==> src/hdl/rle_pkg.sv <==
// shared constants and control types for the run-length to bitmap expander
`timescale 1ns / 1ps
`default_nettype none
package rle_pkg;

  localparam int MAX_RUN    = 2048;
  localparam int MAX_WORDS  = 33;
  localparam int HARD_CLIP  = MAX_WORDS * 64 - 7;
  localparam int CLIP_LIMIT = (MAX_RUN < HARD_CLIP) ? MAX_RUN : HARD_CLIP;

  localparam int RUN_W   = 12;
  localparam int TOTAL_W = 12;
  localparam int BYTES_W = TOTAL_W - 3;

  localparam logic [RUN_W-1:0] CLIP_VAL = RUN_W'(CLIP_LIMIT);

  localparam logic [3:0] WORD_BYTES = 4'd8;

  typedef struct packed {
    logic load;
    logic advance;
  } rle_cmd_t;

  typedef struct packed {
    logic has_bytes;
    logic last;
  } rle_status_t;

endpackage
`default_nettype wire

==> src/hdl/rle_ctrl.sv <==
// controller: accept and emit state machine
`timescale 1ns / 1ps
`default_nettype none
module rle_ctrl (
  input  wire logic                clk,
  input  wire logic                rst,
  input  wire logic                in_valid,
  output logic                     in_stall,
  output logic                     out_valid,
  input  wire logic                out_stall,
  input  wire rle_pkg::rle_status_t status,
  output rle_pkg::rle_cmd_t        cmd
);
  import rle_pkg::*;

  localparam logic ST_IDLE = 1'b0;
  localparam logic ST_EMIT = 1'b1;

  logic state;
  logic state_next;

  assign in_stall    = (state != ST_IDLE);
  assign out_valid   = (state == ST_EMIT);
  assign cmd.load    = in_valid && (state == ST_IDLE);
  assign cmd.advance = out_valid && !out_stall;

  always_comb begin
    state_next = state;
    case (state)
      ST_IDLE: begin
        if (cmd.load && status.has_bytes) begin
          state_next = ST_EMIT;
        end
      end
      ST_EMIT: begin
        if (cmd.advance && status.last) begin
          state_next = ST_IDLE;
        end
      end
      default: state_next = ST_IDLE;
    endcase
  end

  always_ff @(posedge clk) begin
    if (rst) begin
      state <= ST_IDLE;
    end else begin
      state <= state_next;
    end
  end

endmodule
`default_nettype wire

==> src/hdl/rle_datapath.sv <==
// datapath: partial byte, colour, byte counter and word assembly
`timescale 1ns / 1ps
`default_nettype none
module rle_datapath (
  input  wire logic                       clk,
  input  wire logic                       rst,
  input  wire rle_pkg::rle_cmd_t          cmd,
  input  wire logic [rle_pkg::RUN_W-1:0]  run_length,
  input  wire logic                       is_eol,
  output rle_pkg::rle_status_t            status,
  output logic [63:0]                     packed_bytes,
  output logic [3:0]                      byte_count,
  output logic                            last_of_run,
  output logic                            run_clipped
);
  import rle_pkg::*;

  logic [6:0]         partial_bits;
  logic [2:0]         partial_count;
  logic               next_colour_black;
  logic               run_black;
  logic               run_clip;
  logic               first;
  logic [7:0]         head_byte;
  logic [BYTES_W-1:0] bytes_left;

  logic [RUN_W-1:0]   n_clip;
  logic               clip_in;
  logic [TOTAL_W-1:0] total;
  logic [15:0]        head_shift;
  logic [7:0]         head_next;
  logic [7:0]         short_bits;
  logic [7:0]         tail_mask;
  logic [7:0]         fill_byte;
  logic [3:0]         nb;

  assign clip_in = (run_length > CLIP_VAL);
  assign n_clip  = clip_in ? CLIP_VAL : run_length;
  assign total   = TOTAL_W'(n_clip) + TOTAL_W'(partial_count);

  assign head_shift = 16'({1'b0, partial_bits}) << (4'd8 - 4'(partial_count));
  assign head_next  = head_shift[7:0] |
                      (next_colour_black ? (8'hFF >> partial_count) : 8'h00);

  // run stays inside the partial byte
  assign short_bits = (8'({1'b0, partial_bits}) << n_clip[2:0]) |
                      (next_colour_black ? ((8'h01 << n_clip[2:0]) - 8'h01) : 8'h00);
  // remainder after the last completed byte is all run colour
  assign tail_mask  = (8'h01 << total[2:0]) - 8'h01;

  assign status.has_bytes = !is_eol && (total[TOTAL_W-1:3] != '0);
  assign status.last      = (bytes_left <= BYTES_W'(WORD_BYTES));

  assign fill_byte = run_black ? 8'hFF : 8'h00;
  assign nb        = status.last ? bytes_left[3:0] : WORD_BYTES;

  always_comb begin
    for (int i = 0; i < 8; i++) begin
      if (4'(i) < nb) begin
        packed_bytes[63-8*i -: 8] = (i == 0 && first) ? head_byte : fill_byte;
      end else begin
        packed_bytes[63-8*i -: 8] = 8'h00;
      end
    end
  end

  assign byte_count  = nb;
  assign last_of_run = status.last;
  assign run_clipped = run_clip;

  always_ff @(posedge clk) begin
    if (rst) begin
      partial_bits      <= '0;
      partial_count     <= '0;
      next_colour_black <= 1'b0;
    end else if (cmd.load) begin
      if (is_eol) begin
        next_colour_black <= 1'b0;
      end else begin
        next_colour_black <= !next_colour_black;
        partial_count     <= total[2:0];
        if (total[TOTAL_W-1:3] == '0) begin
          partial_bits <= short_bits[6:0];
        end else begin
          partial_bits <= next_colour_black ? tail_mask[6:0] : 7'd0;
        end
      end
    end
  end

  always_ff @(posedge clk) begin
    if (cmd.load) begin
      run_black  <= next_colour_black;
      run_clip   <= clip_in;
      first      <= 1'b1;
      head_byte  <= head_next;
      bytes_left <= total[TOTAL_W-1:3];
    end else if (cmd.advance) begin
      first      <= 1'b0;
      bytes_left <= bytes_left - BYTES_W'(nb);
    end
  end

endmodule
`default_nettype wire

==> src/hdl/run_length_to_bitmap_expander_top.sv <==
// top level of the run-length to bitmap expander
//
//  channel  handshake             payload
//  in       in_valid / in_stall   run_length[11:0], is_eol
//  out      out_valid / out_stall packed_bytes[63:0], byte_count[3:0],
//                                 last_of_run, run_clipped
//
// an item is taken in the idle state, then its output words (up to 32 words) are emitted;
// the byte counter in the datapath counts down the bytes left, up to eight per word
// items causing no word (end of line, short runs) leave the state machine idle
// rst clears colour, partial byte and the state machine
// input is stalled while words of the current item are emitted
`timescale 1ns / 1ps
`default_nettype none
module run_length_to_bitmap_expander_top (
  input  wire logic                      clk,
  input  wire logic                      rst,
  input  wire logic                      in_valid,
  output logic                           in_stall,
  input  wire logic [rle_pkg::RUN_W-1:0] run_length,
  input  wire logic                      is_eol,
  output logic                           out_valid,
  input  wire logic                      out_stall,
  output logic [63:0]                    packed_bytes,
  output logic [3:0]                     byte_count,
  output logic                           last_of_run,
  output logic                           run_clipped
);
  import rle_pkg::*;

  rle_cmd_t    cmd;
  rle_status_t status;

  rle_ctrl u_ctrl (
    .clk       (clk),
    .rst       (rst),
    .in_valid  (in_valid),
    .in_stall  (in_stall),
    .out_valid (out_valid),
    .out_stall (out_stall),
    .status    (status),
    .cmd       (cmd)
  );

  rle_datapath u_dp (
    .clk          (clk),
    .rst          (rst),
    .cmd          (cmd),
    .run_length   (run_length),
    .is_eol       (is_eol),
    .status       (status),
    .packed_bytes (packed_bytes),
    .byte_count   (byte_count),
    .last_of_run  (last_of_run),
    .run_clipped  (run_clipped)
  );

endmodule
`default_nettype wire

==> config.mk <==
export PLATFORM = sky130hd
export DESIGN_NAME = run_length_to_bitmap_expander_top
export DESIGN_NICKNAME = d
export VERILOG_FILES = /design/src/hdl/rle_pkg.sv /design/src/hdl/rle_ctrl.sv /design/src/hdl/rle_datapath.sv /design/src/hdl/run_length_to_bitmap_expander_top.sv
export SDC_FILE = /design/constraint.sdc
export NUM_CORES = 1
export LEC_CHECK = 0
export ABC_AREA = 1
export BUFFER_PORTS_ARGS = -buffer_cell sky130_fd_sc_hd__buf_2
export CAP_MARGIN = 20
export CORE_MARGIN = 2
export CORE_UTILIZATION = 54
export CTS_CLUSTER_SIZE = 25
export DETAILED_ROUTE_END_ITERATION = 12
export PLACE_DENSITY = 0.94
export SYNTH_ARGS = -nofsm -noshare
export SYNTH_HDL_FRONTEND = slang
export SYNTH_HIERARCHICAL = 1
export SYNTH_SLANG_ARGS = --single-unit
==> constraint.sdc <==
create_clock -name clk -period 3.3 [get_ports clk]
set_clock_uncertainty 0.15 [all_clocks]
set_input_delay 0.165 -clock clk [delete_from_list [all_inputs] [get_ports clk]]
set_output_delay 0.165 -clock clk [all_outputs]
set_load 0.05 [all_outputs]
==> flow_metrics.py <==
metrics = {
    "global_routing": {
        "gr-usage-all-layers": 0.236,
        "grt_max_degree": 20,
        "grt_antenna_before_repair": 0,
        "overflow": 0,
        "grt_pass1_vias": 2789,
        "grt_pass1_wl_microns": 12300,
    },
    "clock_tree": {
        "cts-buffers-inserted": 5,
        "postCtsSetupRepairBufs": 0,
        "h-tree-depth": 2,
        "cts.hold.buffers_added": 0,
        "cts_repair_resize_count": 0,
        "cts_num_sinks": 32,
        "path_clk_slew_ns": 0.07,
        "root_buffer": "sky130_fd_sc_hd__clkbuf_8",
        "cts_buffer_depth": 2,
        "insertion_delay_ns": 0.29,
        "cts_tree": "built",
    },
    "power": {
        "vdd_drop_max_uv": 262,
        "intPower_uw": 864,
        "p_comb_frac": 0.450,
        "report.power.total_mw": 1.60,
        "power.net_switching_uw": 731,
        "share_seq_of_total_power": 0.316,
        "p_sw_frac": 0.458,
        "p_leak_nw": 1.76,
        "power.share.clock": 0.234,
        "power.density_mw_per_mm2": 455,
    },
    "synthesis": {
        "syn_inst": 482,
        "synth.area.top_cells": "sky130_fd_sc_hd__edfxtp_1, sky130_fd_sc_hd__buf_4, sky130_fd_sc_hd__nand2_1, sky130_fd_sc_hd__dfxtp_1, sky130_fd_sc_hd__inv_1",
        "synthArstFlopShare": 0,
        "cell_area_after_synthesis_sq_mm": 0.00323,
        "ys_seq_elements": 32,
        "synth.yosys.seq_area_share": 0.257,
        "ys_warn_count": 6,
        "synth_top_area_share": 0.176,
        "synth_fp_nets": 507,
        "synth_enable_flop_cells": 19,
        "ys_dominant_reg_cell": "sky130_fd_sc_hd__edfxtp_1",
        "yosysTopAreaCell": "sky130_fd_sc_hd__edfxtp_1",
        "synth.lib_cells_used.distinct": 42,
        "syn-mean-instance-area_sq_um": 6.71,
    },
    "floorplan": {
        "die_area_sq_mm": 0.00662,
        "core.rowCount": 28,
        "die_width_microns": 81.4,
        "initial_utilization": 0.553,
        "coreArea_sq_mm": 0.00585,
        "floorplan.die.height_microns": 81.4,
        "top_level_ports": 89,
    },
    "detailed_routing": {
        "detailed_router_s_first_iteration_violation_count": 240,
        "drt-wirelength-per-cell_microns": 12.7,
        "vias": 3167,
        "routed_wl_microns": 7570,
        "drt_drc_violations_left": 0,
        "via_per_inst": 5.30,
        "postRouteAntennaNets": 0,
        "firstDrtPassIters": 5,
    },
    "layout": {
        "sequential_cell_area_sq_um": 831,
        "drive_gt1_frac": 0.283,
        "flow.area_growth_from_synthesis_pct": 8.55,
        "fillerInstances": 517,
        "combined_area_of_the_multi_input_logic_cells_sq_mm": 0.00173,
        "antenna_cells": 0,
        "nNetsFinal": 547,
    },
    "worst_setup_path": {
        "cp-start-kind": "register",
        "worst-endpoint-arrival_ns": 2.43,
        "cells_along_the_critical_path": "nor2_1 -> nand2_1 -> nor2_1 -> inv_1 -> nor2_1 -> o21ai_0 -> nor2_1 -> nand3_1 -> o21ai_2 -> buf_2",
        "worstReg2RegEnd": "u_dp/bytes_left[4]$_DFFE_PP_",
        "type_of_element_capturing_the_critical_path": "primary output",
        "cp_common_cell": "sky130_fd_sc_hd__nor2_1",
        "crit_path_max_incr_delay_ns": 0.43,
        "reg2reg_slack_ns": 0.57,
        "critPathKind": "register to primary output",
        "crit_required_ns": 2.98,
        "worstRegToRegCells": 16,
        "critical_path.slowest_cell": "sky130_fd_sc_hd__edfxtp_1",
        "worst-path-max-fanout": 8,
        "worst_r2r_startpoint": "u_dp/bytes_left[4]$_DFFE_PP_",
    },
    "sta": {
        "final-max-slew-violation-count": 0,
        "timing.final.setup_violations": 0,
        "timing.final.crit_share": 0.831,
        "max-slew-margin-rel": 0.496,
        "fin_setup_tns_ns": 0,
        "hold_violations": 0,
        "final.min_clock_period_ns": 2.74,
        "timing_worst_slew_pin_value_ns": 0.754,
        "unrepaired_setup_endpoints_after_global_routing": "false",
        "max_clock_freq_ghz": 0.365,
    },
    "worst_hold_path": {
        "timing.hold.worst_endpoint": "u_ctrl/in_stall$_SDFF_PP0_",
        "worstHoldPathCells": 3,
        "hold_path_class": "primary input to register",
        "min-delay-start": "in_valid",
    },
    "place": {
        "dp.final_hpwl_microns": 6050,
        "placement.io_buffers": 88,
        "place_congestion": 0.965,
    },
    "job": {
        "timing.max_cap.violations": 0,
    },
    "status": {
        "run_status": "complete, no violations",
    },
}
[worst max-delay path: cells and delay by family (launching register included)]
family	cells	cell delay, ns
AND/OR/NAND/NOR	6	0.79
buffers and inverters	2	0.39
flip-flops	1	0.43
AO/OA/AOI/OAI	2	0.54
[kinds of logic (layout without fill, tap and decap cells)]
family	Yosys count	in the layout	synth area share
buffers and inverters	132	173	0.218
and+or+nand+nor	222	222	0.342
other	1	1	0.00116
DFF	32	32	0.257
AOI/OAI and AO/OA	85	85	0.145
xor gates and xnor gates	2	2	0.00542
adders and majority gates	8	8	0.0310
[Yosys cell counts, drive strengths merged (4+ instances only)]
cell    instances
a21oi          28
a31oi           4
buf            52
clkbuf          8
dfxtp          13
edfxtp         19
ha              8
inv            71
nand2         106
nand3          36
nor2           62
nor3            6
o21ai          40
o221ai          5
o22ai           4
or2             5
[power by group through the flow]
stage | clock network, mW | logic, mW | registers, mW
final | 0.373 | 0.717 | 0.505
after global routing | 0.397 | 0.778 | 0.510
after CTS | 0.376 | 0.716 | 0.504
after detailed placement | 0 | 0.713 | 0.513
after global placement | 0 | 0.700 | 0.510
after floorplan | 0 | 0.639 | 0.508
[metal layers]
layer	vias up	global-route usage	share of wire
li1	1599	-	-
met1	1404	0.278	0.41
met2	149	0.439	0.50
met3	15	0.0322	0.077
met4	0	0.0678	0.016
met5	-	0	0
[sequential cells by signal, indices dropped and copies added (netlist names)]
| register | cells |
|---|---|
| u_ctrl/in_stall | 1 |
| u_dp/next_colour_black | 1 |
| u_dp/first | 1 |
| u_dp/partial_bits | 7 |
| u_dp/run_clipped | 1 |
| u_dp/partial_count | 3 |
| u_dp/run_black | 1 |
| u_dp/head_byte | 8 |
| u_dp/bytes_left | 9 |
[cells in the final DEF (no fill, tap or decap), types with 2 or more instances in the layout]
| cell type | count |
|---|---|
| sky130_fd_sc_hd__nor2_4 | 4 |
| sky130_fd_sc_hd__nand2_1 | 88 |
| sky130_fd_sc_hd__buf_4 | 5 |
| sky130_fd_sc_hd__o221ai_1 | 5 |
| sky130_fd_sc_hd__nor2_2 | 4 |
| sky130_fd_sc_hd__a21oi_2 | 2 |
| sky130_fd_sc_hd__o211ai_1 | 2 |
| sky130_fd_sc_hd__inv_2 | 4 |
| sky130_fd_sc_hd__a21oi_1 | 26 |
| sky130_fd_sc_hd__buf_2 | 88 |
| sky130_fd_sc_hd__o21ai_0 | 39 |
| sky130_fd_sc_hd__nand4_1 | 2 |
| sky130_fd_sc_hd__edfxtp_1 | 19 |
| sky130_fd_sc_hd__nor3_1 | 6 |
| sky130_fd_sc_hd__nand2_2 | 14 |
| sky130_fd_sc_hd__nand3_4 | 2 |
| sky130_fd_sc_hd__nor2_1 | 53 |
| sky130_fd_sc_hd__or2_2 | 3 |
| sky130_fd_sc_hd__a31oi_1 | 4 |
| sky130_fd_sc_hd__dfxtp_1 | 13 |
| sky130_fd_sc_hd__o22ai_1 | 4 |
| sky130_fd_sc_hd__nand3_2 | 5 |
| sky130_fd_sc_hd__nand2_4 | 4 |
| sky130_fd_sc_hd__nand3_1 | 29 |
| sky130_fd_sc_hd__inv_1 | 67 |
| sky130_fd_sc_hd__clkbuf_8 | 5 |
| sky130_fd_sc_hd__or2_1 | 2 |
| sky130_fd_sc_hd__ha_1 | 8 |
[per-stage QoR]
stage                     worst slack [ns]  hold WS [ns]  cells  cell area, sq um  utilization
after floorplan                    0.00547        0.0774    482              3260            -
after global placement               0.446         0.305    590              3400        0.581
after detailed placement             0.307         0.308    590              3400        0.581
after CTS                            0.522        0.0168    598              3510        0.600
after global routing                 0.234        0.0278    598              3510        0.600
final                                0.557        0.0142    598              3510        0.600
[layout make-up]
cell class	count	share of cell area
clock buffers	5	0.0196
clock inverters	3	0.0121
inverters	72	0.0770
multi-input cells	318	0.492
flip-flops and latches	32	0.237
well taps	75	0.0267
repair buffers	93	0.136
[how the worst max path moves through the flow]
stage,from,endpoint,slack [ns],depth (start not counted)
after detailed placement,run_length[1],u_dp/partial_bits[6]$_SDFFE_PP0P_,0.31,21
after global routing,u_dp/bytes_left[4]$_DFFE_PP_,u_dp/bytes_left[4]$_DFFE_PP_,0.23,16
final,u_dp/bytes_left[4]$_DFFE_PP_,packed_bytes[8],0.56,10
after floorplan,u_dp/bytes_left[4]$_DFFE_PP_,packed_bytes[10],0.005,10
after global placement,run_length[1],u_dp/partial_bits[1]$_SDFFE_PP0P_,0.45,22
after CTS,u_dp/bytes_left[4]$_DFFE_PP_,packed_bytes[8],0.52,10
Note: power is estimated with default switching activity, not from simulation.
